**src/hdl/cle_pkg.sv**
```systemverilog
// shared types, key codes and event codes of the console line editor
// no dependencies; compiled first
package cle_pkg;

    localparam int DEF_BUFFER_DEPTH = 128;

    // key codes with a meaning of their own
    localparam logic [7:0] KEY_NUL     = 8'h00;
    localparam logic [7:0] KEY_EOT     = 8'h04;
    localparam logic [7:0] KEY_BS      = 8'h08;
    localparam logic [7:0] KEY_TAB     = 8'h09;
    localparam logic [7:0] KEY_LF      = 8'h0A;
    localparam logic [7:0] KEY_WLEFT   = 8'h0B;
    localparam logic [7:0] KEY_WRIGHT  = 8'h0C;
    localparam logic [7:0] KEY_CR      = 8'h0D;
    localparam logic [7:0] KEY_LIST    = 8'h10;
    localparam logic [7:0] KEY_KILL    = 8'h15;
    localparam logic [7:0] KEY_DEL     = 8'h7F;
    localparam logic [7:0] KEY_LEFT    = 8'hE4;
    localparam logic [7:0] KEY_RIGHT   = 8'hE5;

    // word delimiters
    localparam logic [7:0] CH_DOT   = 8'h2E;
    localparam logic [7:0] CH_COMMA = 8'h2C;
    localparam logic [7:0] CH_SEMI  = 8'h3B;
    localparam logic [7:0] CH_COLON = 8'h3A;
    localparam logic [7:0] CH_SPACE = 8'h20;

    localparam logic OP_KEY  = 1'b0;
    localparam logic OP_READ = 1'b1;

    typedef enum logic [3:0] {
        EV_ECHO   = 4'd0,
        EV_ERASE  = 4'd1,
        EV_LEFT   = 4'd2,
        EV_RIGHT  = 4'd3,
        EV_WLEFT  = 4'd4,
        EV_WRIGHT = 4'd5,
        EV_READ   = 4'd6,
        EV_EMPTY  = 4'd7,
        EV_LIST   = 4'd8
    } t_kind;

    // class of the latched input beat
    typedef enum logic [3:0] {
        KC_READ, KC_LIST, KC_KILL, KC_BS, KC_ERALL, KC_LEFT, KC_RIGHT,
        KC_WLEFT, KC_WRIGHT, KC_INS_LINE, KC_INS, KC_NONE
    } t_kcls;

    // datapath micro-operations
    typedef enum logic [4:0] {
        UOP_NOP, UOP_LATCH, UOP_POP, UOP_OFF_INC, UOP_OFF_DEC, UOP_KILL_JUMP,
        UOP_CNT_CLR, UOP_RD_EDM1, UOP_KILL_STEP, UOP_ER_SETUP, UOP_SHL_RD,
        UOP_SHL_WR, UOP_ED_SUB, UOP_WL_RD, UOP_CNT_INC, UOP_WL_HIT, UOP_WR_RD,
        UOP_WR_HIT_D, UOP_WR_HIT_E, UOP_SHR_RD, UOP_SHR_WR, UOP_INS,
        UOP_INS_END, UOP_COMMIT
    } t_uop;

    typedef struct packed {
        logic operation;
        logic [7:0] key_code;
    } t_in_beat;

    typedef struct packed {
        logic [3:0] event_kind;
        logic [7:0] char_value;
        logic [7:0] move_count;
        logic [7:0] cursor_back;
        logic       line_ready;
        logic       last_event;
    } t_out_beat;

    typedef struct packed {
        t_uop  uop;
        logic  emit;
        t_kind kind;
        logic  last;
    } t_cmd;

    typedef struct packed {
        t_kcls kcls;
        logic  full;
        logic  rd_eq_cm;
        logic  left_zero;
        logic  off_zero;
        logic  off_lt2;
        logic  ed_eq_cm;
        logic  cnt_eq_depth;
        logic  cnt_zero;
        logic  j_eq_off;
        logic  cnt_eq_leftm1;
        logic  cnt_eq_offm2;
        logic  q_newline;
        logic  q_delim;
        logic  out_free;
    } t_sts;

    function automatic logic is_delim(input logic [7:0] c);
        return (c == CH_DOT) || (c == CH_COMMA) || (c == CH_SEMI) ||
               (c == CH_COLON) || (c == CH_SPACE);
    endfunction

endpackage

```
**src/hdl/cle_chan_if.sv**
```systemverilog
// valid/ready channel carrying one payload beat
// payload type given by the instantiating level
interface cle_chan_if #(parameter type T = logic);
    logic valid;
    logic ready;
    T     data;

    modport source (output valid, output data, input ready);
    modport sink   (input valid, input data, output ready);
endinterface

```
**src/hdl/cle_ctrl.sv**
```systemverilog
// sequencer of the line editor: walks each beat through datapath micro-operations
// depends on cle_pkg
module cle_ctrl (
    input  logic          i_clk,
    input  logic          i_rst_n,
    input  logic          i_in_valid,
    output logic          o_in_ready,
    input  cle_pkg::t_sts i_sts,
    output cle_pkg::t_cmd o_cmd
);
    import cle_pkg::*;

    typedef enum logic [3:0] {
        S_IDLE, S_DEC, S_KCHK, S_KTST, S_KEND, S_ECHK, S_SHL, S_SHLW,
        S_WL, S_WLT, S_WR, S_WRT, S_SHR, S_SHRW, S_COMMIT, S_EMIT
    } t_state;

    t_state r_state, n_state;
    t_kind  r_kind, n_kind;
    logic   r_last, n_last;
    logic   r_kj, n_kj;

    assign o_in_ready = (r_state == S_IDLE);

    // next state and command
    always_comb begin
        n_state    = r_state;
        n_kind     = r_kind;
        n_last     = r_last;
        n_kj       = r_kj;
        o_cmd.uop  = UOP_NOP;
        o_cmd.emit = 1'b0;
        o_cmd.kind = r_kind;
        o_cmd.last = r_last;
        unique case (r_state)
            S_IDLE: begin
                if (i_in_valid) begin
                    o_cmd.uop = UOP_LATCH;
                    n_state   = S_DEC;
                end
            end
            S_DEC: begin
                n_last  = 1'b1;
                n_state = S_IDLE;
                unique case (i_sts.kcls)
                    KC_READ: begin
                        n_state = S_EMIT;
                        if (i_sts.rd_eq_cm) begin
                            n_kind = EV_EMPTY;
                        end else begin
                            o_cmd.uop = UOP_POP;
                            n_kind    = EV_READ;
                        end
                    end
                    KC_LIST: begin
                        n_kind  = EV_LIST;
                        n_state = S_EMIT;
                    end
                    KC_LEFT: begin
                        if (!i_sts.left_zero) begin
                            o_cmd.uop = UOP_OFF_INC;
                            n_kind    = EV_LEFT;
                            n_state   = S_EMIT;
                        end
                    end
                    KC_RIGHT: begin
                        if (!i_sts.off_zero) begin
                            o_cmd.uop = UOP_OFF_DEC;
                            n_kind    = EV_RIGHT;
                            n_state   = S_EMIT;
                        end
                    end
                    KC_KILL: begin
                        n_kj      = !i_sts.off_zero;
                        o_cmd.uop = i_sts.off_zero ? UOP_CNT_CLR : UOP_KILL_JUMP;
                        n_state   = S_KCHK;
                    end
                    KC_BS, KC_ERALL: begin
                        o_cmd.uop = UOP_ER_SETUP;
                        n_state   = S_ECHK;
                    end
                    KC_WLEFT: begin
                        if (!i_sts.left_zero) begin
                            o_cmd.uop = UOP_CNT_CLR;
                            n_state   = S_WL;
                        end
                    end
                    KC_WRIGHT: begin
                        if (!i_sts.off_lt2) begin
                            o_cmd.uop = UOP_CNT_CLR;
                            n_state   = S_WR;
                        end
                    end
                    KC_INS_LINE: begin
                        if (!i_sts.full) begin
                            o_cmd.uop = UOP_INS_END;
                            n_state   = S_COMMIT;
                        end
                    end
                    KC_INS: begin
                        if (!i_sts.full) begin
                            o_cmd.uop = UOP_CNT_CLR;
                            n_state   = S_SHR;
                        end
                    end
                    default: n_state = S_IDLE;
                endcase
            end
            // kill line: walk back to the last newline
            S_KCHK: begin
                if (i_sts.ed_eq_cm || i_sts.cnt_eq_depth) begin
                    n_state = S_KEND;
                end else begin
                    o_cmd.uop = UOP_RD_EDM1;
                    n_state   = S_KTST;
                end
            end
            S_KTST: begin
                if (i_sts.q_newline) begin
                    n_state = S_KEND;
                end else begin
                    o_cmd.uop = UOP_KILL_STEP;
                    n_state   = S_KCHK;
                end
            end
            S_KEND: begin
                if (r_kj) begin
                    n_kind  = EV_WRIGHT;
                    n_last  = i_sts.cnt_zero;
                    n_state = S_EMIT;
                end else if (!i_sts.cnt_zero) begin
                    n_kind  = EV_ERASE;
                    n_last  = 1'b1;
                    n_state = S_EMIT;
                end else begin
                    n_state = S_IDLE;
                end
            end
            // erase: shift the text right of the cursor left
            S_ECHK: begin
                n_state = i_sts.cnt_zero ? S_IDLE : S_SHL;
            end
            S_SHL: begin
                if (i_sts.j_eq_off) begin
                    o_cmd.uop = UOP_ED_SUB;
                    n_kind    = EV_ERASE;
                    n_state   = S_EMIT;
                end else begin
                    o_cmd.uop = UOP_SHL_RD;
                    n_state   = S_SHLW;
                end
            end
            S_SHLW: begin
                o_cmd.uop = UOP_SHL_WR;
                n_state   = S_SHL;
            end
            // word left scan
            S_WL: begin
                if (i_sts.cnt_eq_leftm1) begin
                    o_cmd.uop = UOP_WL_HIT;
                    n_kind    = EV_WLEFT;
                    n_state   = S_EMIT;
                end else begin
                    o_cmd.uop = UOP_WL_RD;
                    n_state   = S_WLT;
                end
            end
            S_WLT: begin
                if (i_sts.q_delim) begin
                    o_cmd.uop = UOP_WL_HIT;
                    n_kind    = EV_WLEFT;
                    n_state   = S_EMIT;
                end else begin
                    o_cmd.uop = UOP_CNT_INC;
                    n_state   = S_WL;
                end
            end
            // word right scan
            S_WR: begin
                o_cmd.uop = UOP_WR_RD;
                n_state   = S_WRT;
            end
            S_WRT: begin
                if (i_sts.q_delim) begin
                    o_cmd.uop = UOP_WR_HIT_D;
                    n_kind    = EV_WRIGHT;
                    n_state   = S_EMIT;
                end else if (i_sts.cnt_eq_offm2) begin
                    o_cmd.uop = UOP_WR_HIT_E;
                    n_kind    = EV_WRIGHT;
                    n_state   = S_EMIT;
                end else begin
                    o_cmd.uop = UOP_CNT_INC;
                    n_state   = S_WR;
                end
            end
            // insert: open a gap at the cursor
            S_SHR: begin
                if (i_sts.j_eq_off) begin
                    o_cmd.uop = UOP_INS;
                    n_state   = S_COMMIT;
                end else begin
                    o_cmd.uop = UOP_SHR_RD;
                    n_state   = S_SHRW;
                end
            end
            S_SHRW: begin
                o_cmd.uop = UOP_SHR_WR;
                n_state   = S_SHR;
            end
            S_COMMIT: begin
                o_cmd.uop = UOP_COMMIT;
                n_kind    = EV_ECHO;
                n_state   = S_EMIT;
            end
            // hand a result beat to the output register
            S_EMIT: begin
                if (i_sts.out_free) begin
                    o_cmd.emit = 1'b1;
                    if (r_last) begin
                        n_state = S_IDLE;
                    end else begin
                        n_kind = EV_ERASE;
                        n_last = 1'b1;
                    end
                end
            end
            default: n_state = S_IDLE;
        endcase
    end

    // state and registered control
    always_ff @(posedge i_clk) begin
        if (!i_rst_n) begin
            r_state <= S_IDLE;
            r_kind  <= EV_ECHO;
            r_last  <= 1'b1;
            r_kj    <= 1'b0;
        end else begin
            r_state <= n_state;
            r_kind  <= n_kind;
            r_last  <= n_last;
            r_kj    <= n_kj;
        end
    end

endmodule

```
**src/hdl/cle_dp.sv**
```systemverilog
// datapath of the line editor: ring indices, line memory, scan counters, output register
// depends on cle_pkg
module cle_dp #(
    parameter int BUFFER_DEPTH = cle_pkg::DEF_BUFFER_DEPTH
) (
    input  logic              i_clk,
    input  logic              i_rst_n,
    input  cle_pkg::t_cmd     i_cmd,
    output cle_pkg::t_sts     o_sts,
    input  cle_pkg::t_in_beat i_beat,
    input  logic              i_out_ready,
    output logic              o_out_valid,
    output cle_pkg::t_out_beat o_out_beat
);
    import cle_pkg::*;

    localparam int IW  = $clog2(2 * BUFFER_DEPTH);
    localparam int IW1 = IW + 1;
    localparam int AW  = $clog2(BUFFER_DEPTH);
    localparam logic [IW:0]   SPAN  = IW1'(2 * BUFFER_DEPTH);
    localparam logic [IW-1:0] DEPTH = IW'(BUFFER_DEPTH);

    function automatic logic [IW-1:0] wadd(input logic [IW-1:0] a, input logic [IW-1:0] b);
        logic [IW:0] s;
        s = {1'b0, a} + {1'b0, b};
        if (s >= SPAN) s = s - SPAN;
        return s[IW-1:0];
    endfunction

    function automatic logic [IW-1:0] wsub(input logic [IW-1:0] a, input logic [IW-1:0] b);
        logic [IW:0] s;
        if (a >= b) s = {1'b0, a} - {1'b0, b};
        else        s = {1'b0, a} + SPAN - {1'b0, b};
        return s[IW-1:0];
    endfunction

    function automatic logic [AW-1:0] slot(input logic [IW-1:0] p);
        logic [IW-1:0] s;
        s = (p >= DEPTH) ? p - DEPTH : p;
        return s[AW-1:0];
    endfunction

    function automatic logic [7:0] low8(input logic [IW-1:0] v);
        logic [IW+7:0] w;
        w = {8'd0, v};
        return w[7:0];
    endfunction

    logic            r_op, n_op;
    logic [7:0]      r_key, n_key;
    logic [IW-1:0]   r_rd, n_rd, r_cm, n_cm, r_ed, n_ed;
    logic [IW-1:0]   r_off, n_off, r_jump, n_jump, r_cnt, n_cnt, r_j, n_j;
    logic            r_rdy, n_rdy;
    logic [7:0]      r_q;
    logic [7:0]      r_mem [BUFFER_DEPTH];
    logic            r_ovalid;
    t_out_beat       r_out, n_out;

    logic            mem_re, mem_we;
    logic [AW-1:0]   mem_ra, mem_wa;
    logic [7:0]      mem_wd;

    logic [IW-1:0]   linelen, left, cur, used, er_cnt;
    logic [7:0]      ch;
    t_kcls           kcls;
    logic            out_free;

    // line geometry
    assign linelen  = wsub(r_ed, r_cm);
    assign left     = (linelen >= r_off) ? linelen - r_off : '0;
    assign cur      = wsub(r_ed, r_off);
    assign used     = wsub(r_ed, r_rd);
    assign ch       = (r_key == KEY_CR) ? KEY_LF : r_key;
    assign out_free = !r_ovalid || i_out_ready;

    // key class
    always_comb begin
        if (r_op == OP_READ) begin
            kcls = KC_READ;
        end else begin
            unique case (r_key) inside
                KEY_LIST:                 kcls = KC_LIST;
                KEY_KILL:                 kcls = KC_KILL;
                KEY_BS, KEY_DEL:          kcls = KC_BS;
                KEY_TAB:                  kcls = KC_ERALL;
                KEY_LEFT:                 kcls = KC_LEFT;
                KEY_RIGHT:                kcls = KC_RIGHT;
                KEY_WLEFT:                kcls = KC_WLEFT;
                KEY_WRIGHT:               kcls = KC_WRIGHT;
                KEY_NUL:                  kcls = KC_NONE;
                KEY_LF, KEY_CR, KEY_EOT:  kcls = KC_INS_LINE;
                default:                  kcls = KC_INS;
            endcase
        end
    end

    // characters to erase
    always_comb begin
        if (kcls == KC_ERALL) er_cnt = (left > DEPTH) ? DEPTH : left;
        else                  er_cnt = (left != '0) ? IW'(1) : '0;
    end

    // status to the sequencer
    always_comb begin
        o_sts.kcls          = kcls;
        o_sts.full          = (used >= DEPTH);
        o_sts.rd_eq_cm      = (r_rd == r_cm);
        o_sts.left_zero     = (left == '0);
        o_sts.off_zero      = (r_off == '0);
        o_sts.off_lt2       = (r_off < IW'(2));
        o_sts.ed_eq_cm      = (r_ed == r_cm);
        o_sts.cnt_eq_depth  = (r_cnt == DEPTH);
        o_sts.cnt_zero      = (r_cnt == '0);
        o_sts.j_eq_off      = (r_j == r_off);
        o_sts.cnt_eq_leftm1 = (r_cnt + IW'(1) == left);
        o_sts.cnt_eq_offm2  = (r_cnt + IW'(2) == r_off);
        o_sts.q_newline     = (r_q == KEY_LF);
        o_sts.q_delim       = is_delim(r_q);
        o_sts.out_free      = out_free;
    end

    // micro-operation decode
    always_comb begin
        n_op   = r_op;
        n_key  = r_key;
        n_rd   = r_rd;
        n_cm   = r_cm;
        n_ed   = r_ed;
        n_off  = r_off;
        n_jump = r_jump;
        n_cnt  = r_cnt;
        n_j    = r_j;
        n_rdy  = r_rdy;
        mem_re = 1'b0;
        mem_we = 1'b0;
        mem_ra = slot(r_rd);
        mem_wa = slot(r_ed);
        mem_wd = r_q;
        unique case (i_cmd.uop)
            UOP_NOP: ;
            UOP_LATCH: begin
                n_op  = i_beat.operation;
                n_key = i_beat.key_code;
            end
            UOP_POP: begin
                mem_re = 1'b1;
                mem_ra = slot(r_rd);
                n_rd   = wadd(r_rd, IW'(1));
            end
            UOP_OFF_INC: n_off = r_off + IW'(1);
            UOP_OFF_DEC: n_off = r_off - IW'(1);
            UOP_KILL_JUMP: begin
                n_jump = r_off;
                n_off  = '0;
                n_cnt  = '0;
            end
            UOP_CNT_CLR: begin
                n_cnt = '0;
                n_j   = '0;
            end
            UOP_RD_EDM1: begin
                mem_re = 1'b1;
                mem_ra = slot(wsub(r_ed, IW'(1)));
            end
            UOP_KILL_STEP: begin
                n_ed  = wsub(r_ed, IW'(1));
                n_cnt = r_cnt + IW'(1);
            end
            UOP_ER_SETUP: begin
                n_cnt = er_cnt;
                n_j   = '0;
            end
            UOP_SHL_RD: begin
                mem_re = 1'b1;
                mem_ra = slot(wadd(cur, r_j));
            end
            UOP_SHL_WR: begin
                mem_we = 1'b1;
                mem_wa = slot(wsub(wadd(cur, r_j), r_cnt));
                n_j    = r_j + IW'(1);
            end
            UOP_ED_SUB: n_ed = wsub(r_ed, r_cnt);
            UOP_WL_RD: begin
                mem_re = 1'b1;
                mem_ra = slot(wsub(cur, r_cnt + IW'(2)));
            end
            UOP_CNT_INC: n_cnt = r_cnt + IW'(1);
            UOP_WL_HIT: begin
                n_jump = r_cnt + IW'(1);
                n_off  = r_off + r_cnt + IW'(1);
            end
            UOP_WR_RD: begin
                mem_re = 1'b1;
                mem_ra = slot(wadd(cur, r_cnt + IW'(1)));
            end
            UOP_WR_HIT_D: begin
                n_jump = r_cnt + IW'(1);
                n_off  = r_off - r_cnt - IW'(1);
            end
            UOP_WR_HIT_E: begin
                n_jump = r_cnt + IW'(2);
                n_off  = r_off - r_cnt - IW'(2);
            end
            UOP_SHR_RD: begin
                mem_re = 1'b1;
                mem_ra = slot(wsub(r_ed, r_j + IW'(1)));
            end
            UOP_SHR_WR: begin
                mem_we = 1'b1;
                mem_wa = slot(wsub(r_ed, r_j));
                n_j    = r_j + IW'(1);
            end
            UOP_INS: begin
                mem_we = 1'b1;
                mem_wa = slot(cur);
                mem_wd = ch;
                n_ed   = wadd(r_ed, IW'(1));
            end
            UOP_INS_END: begin
                mem_we = 1'b1;
                mem_wa = slot(r_ed);
                mem_wd = ch;
                n_ed   = wadd(r_ed, IW'(1));
            end
            UOP_COMMIT: begin
                if (kcls == KC_INS_LINE || used == DEPTH) begin
                    n_off = '0;
                    n_cm  = r_ed;
                    n_rdy = 1'b1;
                end else begin
                    n_rdy = 1'b0;
                end
            end
            default: ;
        endcase
    end

    // result beat
    always_comb begin
        n_out.event_kind  = i_cmd.kind;
        n_out.char_value  = 8'd0;
        n_out.move_count  = 8'd0;
        n_out.cursor_back = low8(r_off);
        n_out.line_ready  = 1'b0;
        n_out.last_event  = i_cmd.last;
        case (i_cmd.kind)
            EV_ECHO: begin
                n_out.char_value = ch;
                n_out.line_ready = r_rdy;
            end
            EV_READ:             n_out.char_value = r_q;
            EV_ERASE:            n_out.move_count = low8(r_cnt);
            EV_WLEFT, EV_WRIGHT: n_out.move_count = low8(r_jump);
            default: ;
        endcase
    end

    // line memory, registered read
    always_ff @(posedge i_clk) begin
        if (mem_we) r_mem[mem_wa] <= mem_wd;
        if (mem_re) r_q <= r_mem[mem_ra];
    end

    // output register
    always_ff @(posedge i_clk) begin
        if (i_cmd.emit) r_out <= n_out;
    end

    // index and control registers
    always_ff @(posedge i_clk) begin
        if (!i_rst_n) begin
            r_op     <= OP_KEY;
            r_key    <= KEY_NUL;
            r_rd     <= '0;
            r_cm     <= '0;
            r_ed     <= '0;
            r_off    <= '0;
            r_jump   <= '0;
            r_cnt    <= '0;
            r_j      <= '0;
            r_rdy    <= 1'b0;
            r_ovalid <= 1'b0;
        end else begin
            r_op   <= n_op;
            r_key  <= n_key;
            r_rd   <= n_rd;
            r_cm   <= n_cm;
            r_ed   <= n_ed;
            r_off  <= n_off;
            r_jump <= n_jump;
            r_cnt  <= n_cnt;
            r_j    <= n_j;
            r_rdy  <= n_rdy;
            if (i_cmd.emit)       r_ovalid <= 1'b1;
            else if (i_out_ready) r_ovalid <= 1'b0;
        end
    end

    assign o_out_valid = r_ovalid;
    assign o_out_beat  = r_out;

`ifndef ASSERT_OFF
    a_cursor_in_line: assert property (@(posedge i_clk) disable iff (!i_rst_n)
        r_off <= linelen) else $error("cursor left of the line start");
    a_ring_bound: assert property (@(posedge i_clk) disable iff (!i_rst_n)
        used <= DEPTH) else $error("ring holds more than its depth");
    a_emit_free: assert property (@(posedge i_clk) disable iff (!i_rst_n)
        i_cmd.emit |-> out_free) else $error("result overwrites a pending beat");
    a_emit_shows: assert property (@(posedge i_clk) disable iff (!i_rst_n)
        i_cmd.emit |=> r_ovalid) else $error("emitted result not presented");
`endif

endmodule

```
**src/hdl/console_line_editor_core.sv**
```systemverilog
// top level of the console line editor: sequencer plus datapath
// depends on cle_pkg, cle_chan_if, cle_ctrl, cle_dp
//
// Keyboard line editor over a ring of BUFFER_DEPTH bytes. Each input beat is a
// keystroke or a read request; it yields zero, one or two result beats, the last
// one flagged by last_event. One beat is worked at a time, all through a single
// port line memory with registered read data. Reads, list and single cursor
// moves go straight from decode to the result; insert and erase move each
// character right of the cursor with one read and one write; word moves and
// kill line read and test each character scanned. The result sits in an
// output register, so the next beat is taken while a result still waits. No
// clearing pass after reset.
module console_line_editor_core #(
    parameter int BUFFER_DEPTH = cle_pkg::DEF_BUFFER_DEPTH
) (
    input  logic       i_clk,
    input  logic       i_rst_n,
    cle_chan_if.sink   i_in,
    cle_chan_if.source o_out
);
    import cle_pkg::*;

    t_cmd      cmd;
    t_sts      sts;
    t_in_beat  in_beat;
    t_out_beat out_beat;
    logic      out_valid;
    logic      in_ready;

    assign in_beat    = i_in.data;
    assign i_in.ready = in_ready;
    assign o_out.valid = out_valid;
    assign o_out.data  = out_beat;

    // sequencer
    cle_ctrl u_ctrl (
        .i_clk      (i_clk),
        .i_rst_n    (i_rst_n),
        .i_in_valid (i_in.valid),
        .o_in_ready (in_ready),
        .i_sts      (sts),
        .o_cmd      (cmd)
    );

    // datapath
    cle_dp #(
        .BUFFER_DEPTH (BUFFER_DEPTH)
    ) u_dp (
        .i_clk       (i_clk),
        .i_rst_n     (i_rst_n),
        .i_cmd       (cmd),
        .o_sts       (sts),
        .i_beat      (in_beat),
        .i_out_ready (o_out.ready),
        .o_out_valid (out_valid),
        .o_out_beat  (out_beat)
    );

endmodule

```
**src/flat_wrapper.sv**
```systemverilog
// flat-port wrapper written by rule: the top's interface ports become plain ports
module console_line_editor_core_flat import cle_pkg::*;
#(
    parameter int BUFFER_DEPTH = cle_pkg::DEF_BUFFER_DEPTH
)
  (i_clk, i_rst_n, i_in_valid, i_in_data, i_in_ready, o_out_valid, o_out_data, o_out_ready);
  cle_chan_if #(.T(t_in_beat)) i_in_i ();
  cle_chan_if #(.T(t_out_beat)) o_out_i ();
  input  logic i_clk;
  input  logic i_rst_n;
  input wire logic [$bits(i_in_i.valid)-1:0] i_in_valid;
  input wire logic [$bits(i_in_i.data)-1:0] i_in_data;
  output wire logic [$bits(i_in_i.ready)-1:0] i_in_ready;
  output wire logic [$bits(o_out_i.valid)-1:0] o_out_valid;
  output wire logic [$bits(o_out_i.data)-1:0] o_out_data;
  input wire logic [$bits(o_out_i.ready)-1:0] o_out_ready;
  assign i_in_i.valid = i_in_valid;
  assign i_in_i.data = i_in_data;
  assign i_in_ready = i_in_i.ready;
  assign o_out_valid = o_out_i.valid;
  assign o_out_data = o_out_i.data;
  assign o_out_i.ready = o_out_ready;
  console_line_editor_core #(.BUFFER_DEPTH(BUFFER_DEPTH)) u_core (.i_clk(i_clk), .i_rst_n(i_rst_n), .i_in(i_in_i), .o_out(o_out_i));
endmodule
```
**config.mk**
```make
export PLATFORM = sky130hd
export DESIGN_NAME = console_line_editor_core_flat
export DESIGN_NICKNAME = d
export VERILOG_FILES = /design/src/hdl/cle_pkg.sv /design/src/hdl/cle_chan_if.sv /design/src/hdl/cle_ctrl.sv /design/src/hdl/cle_dp.sv /design/src/hdl/console_line_editor_core.sv /design/src/flat_wrapper.sv
export SDC_FILE = /design/constraint.sdc
export NUM_CORES = 2
export LEC_CHECK = 0
export BUFFER_PORTS_ARGS = -buffer_cell sky130_fd_sc_hd__buf_2
export CORE_ASPECT_RATIO = 1.4
export CORE_MARGIN = 4
export CORE_UTILIZATION = 25
export CTS_CLUSTER_DIAMETER = 50
export DETAILED_ROUTE_END_ITERATION = 8
export PLACE_DENSITY = 0.42
export SETUP_SLACK_MARGIN = 0.15
export SYNTH_ARGS = -nofsm -noshare
export SYNTH_HDL_FRONTEND = slang
export SYNTH_HIERARCHICAL = 1
export SYNTH_SLANG_ARGS = --single-unit
```
**constraint.sdc**
```tcl
create_clock -name i_clk -period 15.25 [get_ports i_clk]
set_input_delay 3.05 -clock i_clk [delete_from_list [all_inputs] [get_ports i_clk]]
set_output_delay 3.05 -clock i_clk [all_outputs]
set_load 0.03 [all_outputs]
```
# Word level (Yosys, flattened, before mapping)
# Memories as Yosys holds them, arrays and structs flattened. A register that Yosys moved wholly into a read port is not among the register bits.
# Index checks and enable logic that the tools add are counted.
# totals
n_memories,1
reg_bits,107
out_inout_bits,32
word_cells,350
mem_bits_rw,1024
# classes
n_reduce_logical,44
order_cmp,27
n_eq_ne,90
muxes,117
n_addsub,50
# mem_list
memory,words,width,read_ports,rd_clocked_by_memory_dff,write_ports,line_no,rtl
u_core.u_dp.r_mem,128,8,1,1,1,cle_dp.sv:55,logic [7:0] r_mem [BUFFER_DEPTH];
# op_table
cell,count
2-to-1 mux 8 bit,27
subtractor 8 bit,18
2-to-1 mux 4 bit,25
">= comparator 8 bit, second input constant",11
>= comparator 8 bit,9
case mux 8 bit (3 select lines),3
2-to-1 mux 7 bit,10
"subtractor 7 x 1 -> 7 bit, second input constant",10
case mux 5 bit (13 select lines),1
case mux 4 bit (16 select lines),1
"subtractor 8 x 1 -> 8 bit, second input constant",8
"adder 8 x 1 -> 8 bit, second input constant",7
"equality test 8 x 4 -> 1 bit, second input constant",7
case mux 8 bit (7 select lines),1
case mux 8 bit (2 select lines),3
case mux 5 bit (9 select lines),1
"equality test 4 x 3 -> 1 bit, second input constant",11
"equality test 4 bit, second input constant",11
2-to-1 mux 3 bit,14
"equality test 5 x 4 -> 1 bit, second input constant",8
"equality test 5 bit, second input constant",8
"equality test 8 x 6 -> 1 bit, second input constant",5
equality test 8 bit,5
case mux 4 bit (10 select lines),1
47 further kinds,123

# Depth between registers and ports, before layout
# depth
depth_word,18
depth_mapped,39
depth_no_buf,35

# Hierarchy
# Netlist, hierarchy kept.
# modules_own_cells
mod,area_per_inst_um2,cells_per_inst,instances
cle_dp,51509.4,4274,1
cle_ctrl,1375.1,197,1

# Worst setup path before layout
# Ideal clock, no wire load.
# synth_timing
kind,register to register
start,reg u_core.u_dp.r_ed[0]
end,mem u_core.u_dp.r_mem[0][2] (data pin)
n_path_buf,4
t_arrival_ns,10.047
slack_ns,4.005
synth_period_minus_slack_ns,11.245
required_time_ns,14.052
path_stages_with_launch,27
setup_ns,1.198
cell_sequence,dfxtp_1 > clkbuf_1 > inv_1 > ha_1 > fa_1 > inv_1 > fa_1 > a21o_1 > a21oi_1 > o21bai_1 > a21oi_1 > xnor2_1 > or2_2 > o41a_1 > a21oi_1 > nand2b_1 > o32ai_1 > a21o_1 > o21ai_0 > nand3_1 > buf_6 > buf_2 > nor2b_1 > nand2_1 > a21oi_1 > clkbuf_1 > o21ai_0
# synth_lines
item,line_no,rtl
"start, declared",cle_dp.sv:51,"logic [IW-1:0] r_rd, n_rd, r_cm, n_cm, r_ed, n_ed;"
"start signal, assigned",cle_dp.sv:288,r_ed <= n_ed;
"end, declared",cle_dp.sv:55,

==> results.cfg <==
[place]
dp_slack_ns = 4.86
routabilityCongestion = 0.883
dp_hpwl_mm = 125
port_buffers = 44

[timing]
finalWorstSetupSlack_ns = 4.72
tightest_slew_ns = 1.46
min_period_over_period_pct = 69.1
slew_violations = 0
hold_viol = 0
skew_ns = 0.0471
min_period_ns = 10.53
rsz0062_at_grt = no
slew_headroom_pct = 1.82
finalSetupTns_ns = 0
fmax_mhz = 94.9
timing.hold.ws_ns = 0.489
setup_violations = 0

[worst_setup_path]
critPathSlowestCell = nor4_1
worstSetupEndpointType = flip-flop
worstPathRequired_ns = 15.85
path_buf_inv = 4
start_kind = flip-flop
criticalPathCategory = flip-flop to flip-flop
crit_family = simple AND/OR/NAND/NOR gates
cp_max_fo = 134
slowest_delay_ns = 1.18
arrival_ns = 11.13

[power]
clockPowerShare_pct = 23.8
power_density_nw_per_um2 = 205
p_total_uw = 12300
switching_power_uw = 5080
leakage_uw = 0.0202
vdd_drop_max_uv = 178
switching_share_pct = 41.3
comb_power_share_pct = 43.1
pwr-share-seq_pct = 33.1
internal-power_uw = 7230

[status]
status = finished, violations left
failed_checks = capacitance limit

[die]
core_area_um2 = 210000
pin_count = 45
num_rows = 199
die_h_um = 552
die_w_um = 397
start_util_pct = 25.2
die-area_um2 = 219000

[synth]
async_flop_share_pct = 0
synth-seq-cells = 1139
yosysMostFrequentCell = edfxtp_1
synth_edf_count = 1062
syn_area_per_cell_um2 = 11.8
yosysTopAreaCell = edfxtp_1
synth.area.top_cells = edfxtp_1 (60%), nand2_1 (5.8%), mux2i_1 (3.7%)
netlist_area_um2 = 52900
yosysSeqAreaShare_pct = 63.2
yosysUniqueCellTypes = 94
synth-main-ff-cell = edfxtp_1
synth_common_cells = edfxtp_1 (1062), nand2_1 (811), nor2_1 (341), nand3_1 (241), a21oi_1 (218)
synth_top_area_share_pct = 60.3
postSynthCellCount = 4471
syn-num-nets = 4593
ys_warn_count = 6

[global_routing]
grt_max_degree = 136
grt_pass1_vias = 35800
grt_overflow_total = 0
grt_pass1_wl_mm = 267
grt_antenna_before_repair = 4
track_usage_pct = 16.5

[cts]
cts.sinks = 1139
cts_tree = yes
cts.htree.levels = 3
cts_buffer_depth = 3
cts-resized-gates = 0
path_clk_slew_ns = 0.06
root_buffer = clkbuf_16
holdBufCountCts = 0
cts_made_buffers = 117
clk_latency_ns = 0.75
postCtsSetupBuffers = 0

[final_layout]
top_register = u_core/u_dp/r_mem
utilization_pct = 28.6
area_delta_synth_final_pct = 13.6
regArea_um2 = 33400
nFillCells = 21700
nets = 4570
multi_input_area_um2 = 18000
layout-drive-gt1-share_pct = 8.57
largest_reg_flops = 1024

[route]
wl_per_cell_um = 25.3
wl_mm = 187
drcViolationCount = 0
drt.antenna.violating_nets = 0
drt_iter0_drc = 3165
dr.pass1.iters = 5
viasPerCell = 4.91
dr_total_vias = 36200

[flow_run]
max_cap_violations = 1

[min_path]
holdCritPathClass = flip-flop to flip-flop
## power groups by stage
| stage | Clock [µW] | Combinational [µW] | Sequential (µW) |
|---|---|---|---|
| after detailed placement | 0 | 5300 | 4140 |
| after global placement | 0 | 5320 | 4140 |
| final | 2930 | 5310 | 4070 |
| after floorplan | 0 | 3500 | 4140 |
| after CTS | 3010 | 5330 | 4070 |
| after global routing | 3130 | 5740 | 4080 |
## path summary, 6_finish.rpt
path / startpoint / to / slack (ns) / depth (start not counted)
setup / recovery: u_core/u_dp/r_ed[1] / u_core/u_dp/r_q[2] / 4.72 / 32
hold / removal: u_core/u_ctrl/r_last / u_core/u_dp/o_out_beat[0] / 0.49 / 0
setup reg to reg: u_core/u_dp/r_ed[1] / u_core/u_dp/r_q[2] / 4.72 / 32
hold reg to reg: u_core/u_ctrl/r_last / u_core/u_dp/o_out_beat[0] / 0.49 / 0
## worst reg2reg max path, delay by kind of cell, from the launching register on
family	cells	cell delay [ns]
compound gates	11	2.66
xor+xnor	2	0.30
fa+ha+maj	2	0.73
buf+inv	4	2.09
flops	1	0.79
mux	1	0.26
simple gates	12	3.58
## through the flow
step | instance area (µm²) | instances
global placement | 56200 | 7143
detailed placement | 56200 | 7143
finish | 60100 | 7365
floorplan | 52900 | 4471
CTS | 60100 | 7363
global route | 60100 | 7364
## routing by layer
metal	up-vias	track usage, %	wire (µm)
met2	1010	30.3	97500
met4	0	6.90	8690
li1	16500	-	-
met3	300	1.80	7110
met5	-	0	0
met1	18300	19.3	73300
## placed cells by master, fill, tap and decap left out, types with 48 or more instances in the layout
cell type	Yosys	final
clkbuf_16	0	119
nand3_1	241	241
inv_1	90	89
nand4_1	48	48
buf_4	24	81
xnor2_1	101	101
ha_1	97	97
edfxtp_1	1062	1062
mux2i_1	197	197
nand2_1	811	804
nor2_1	341	336
o21ai_0	100	94
a22oi_1	48	48
a21oi_1	218	218
and3_1	58	58
a211oi_1	60	60
dfxtp_1	77	77
a31oi_1	69	69
## cell families after synthesis
group | share of synthesized area, %
muxes | 4.03
adders and majority gates | 2.77
and+or+nand+nor | 14.3
AOI/OAI and AO/OA | 10.2
buffers and inverters | 3.11
xor gates and xnor gates | 2.37
DFF | 63.2
## cell type report
type                       instances  share of cell area [%]
clock inverter                    79                    1.38
sequential                      1139                    55.6
tap                             2814                    5.86
timing repair buffer             130                    1.55
clock buffer                     141                    5.09
inverter                          92                   0.575
antenna                            2                 0.00833
multi-input combinational       2968                    29.9
(Power assumes the default switching activity.)
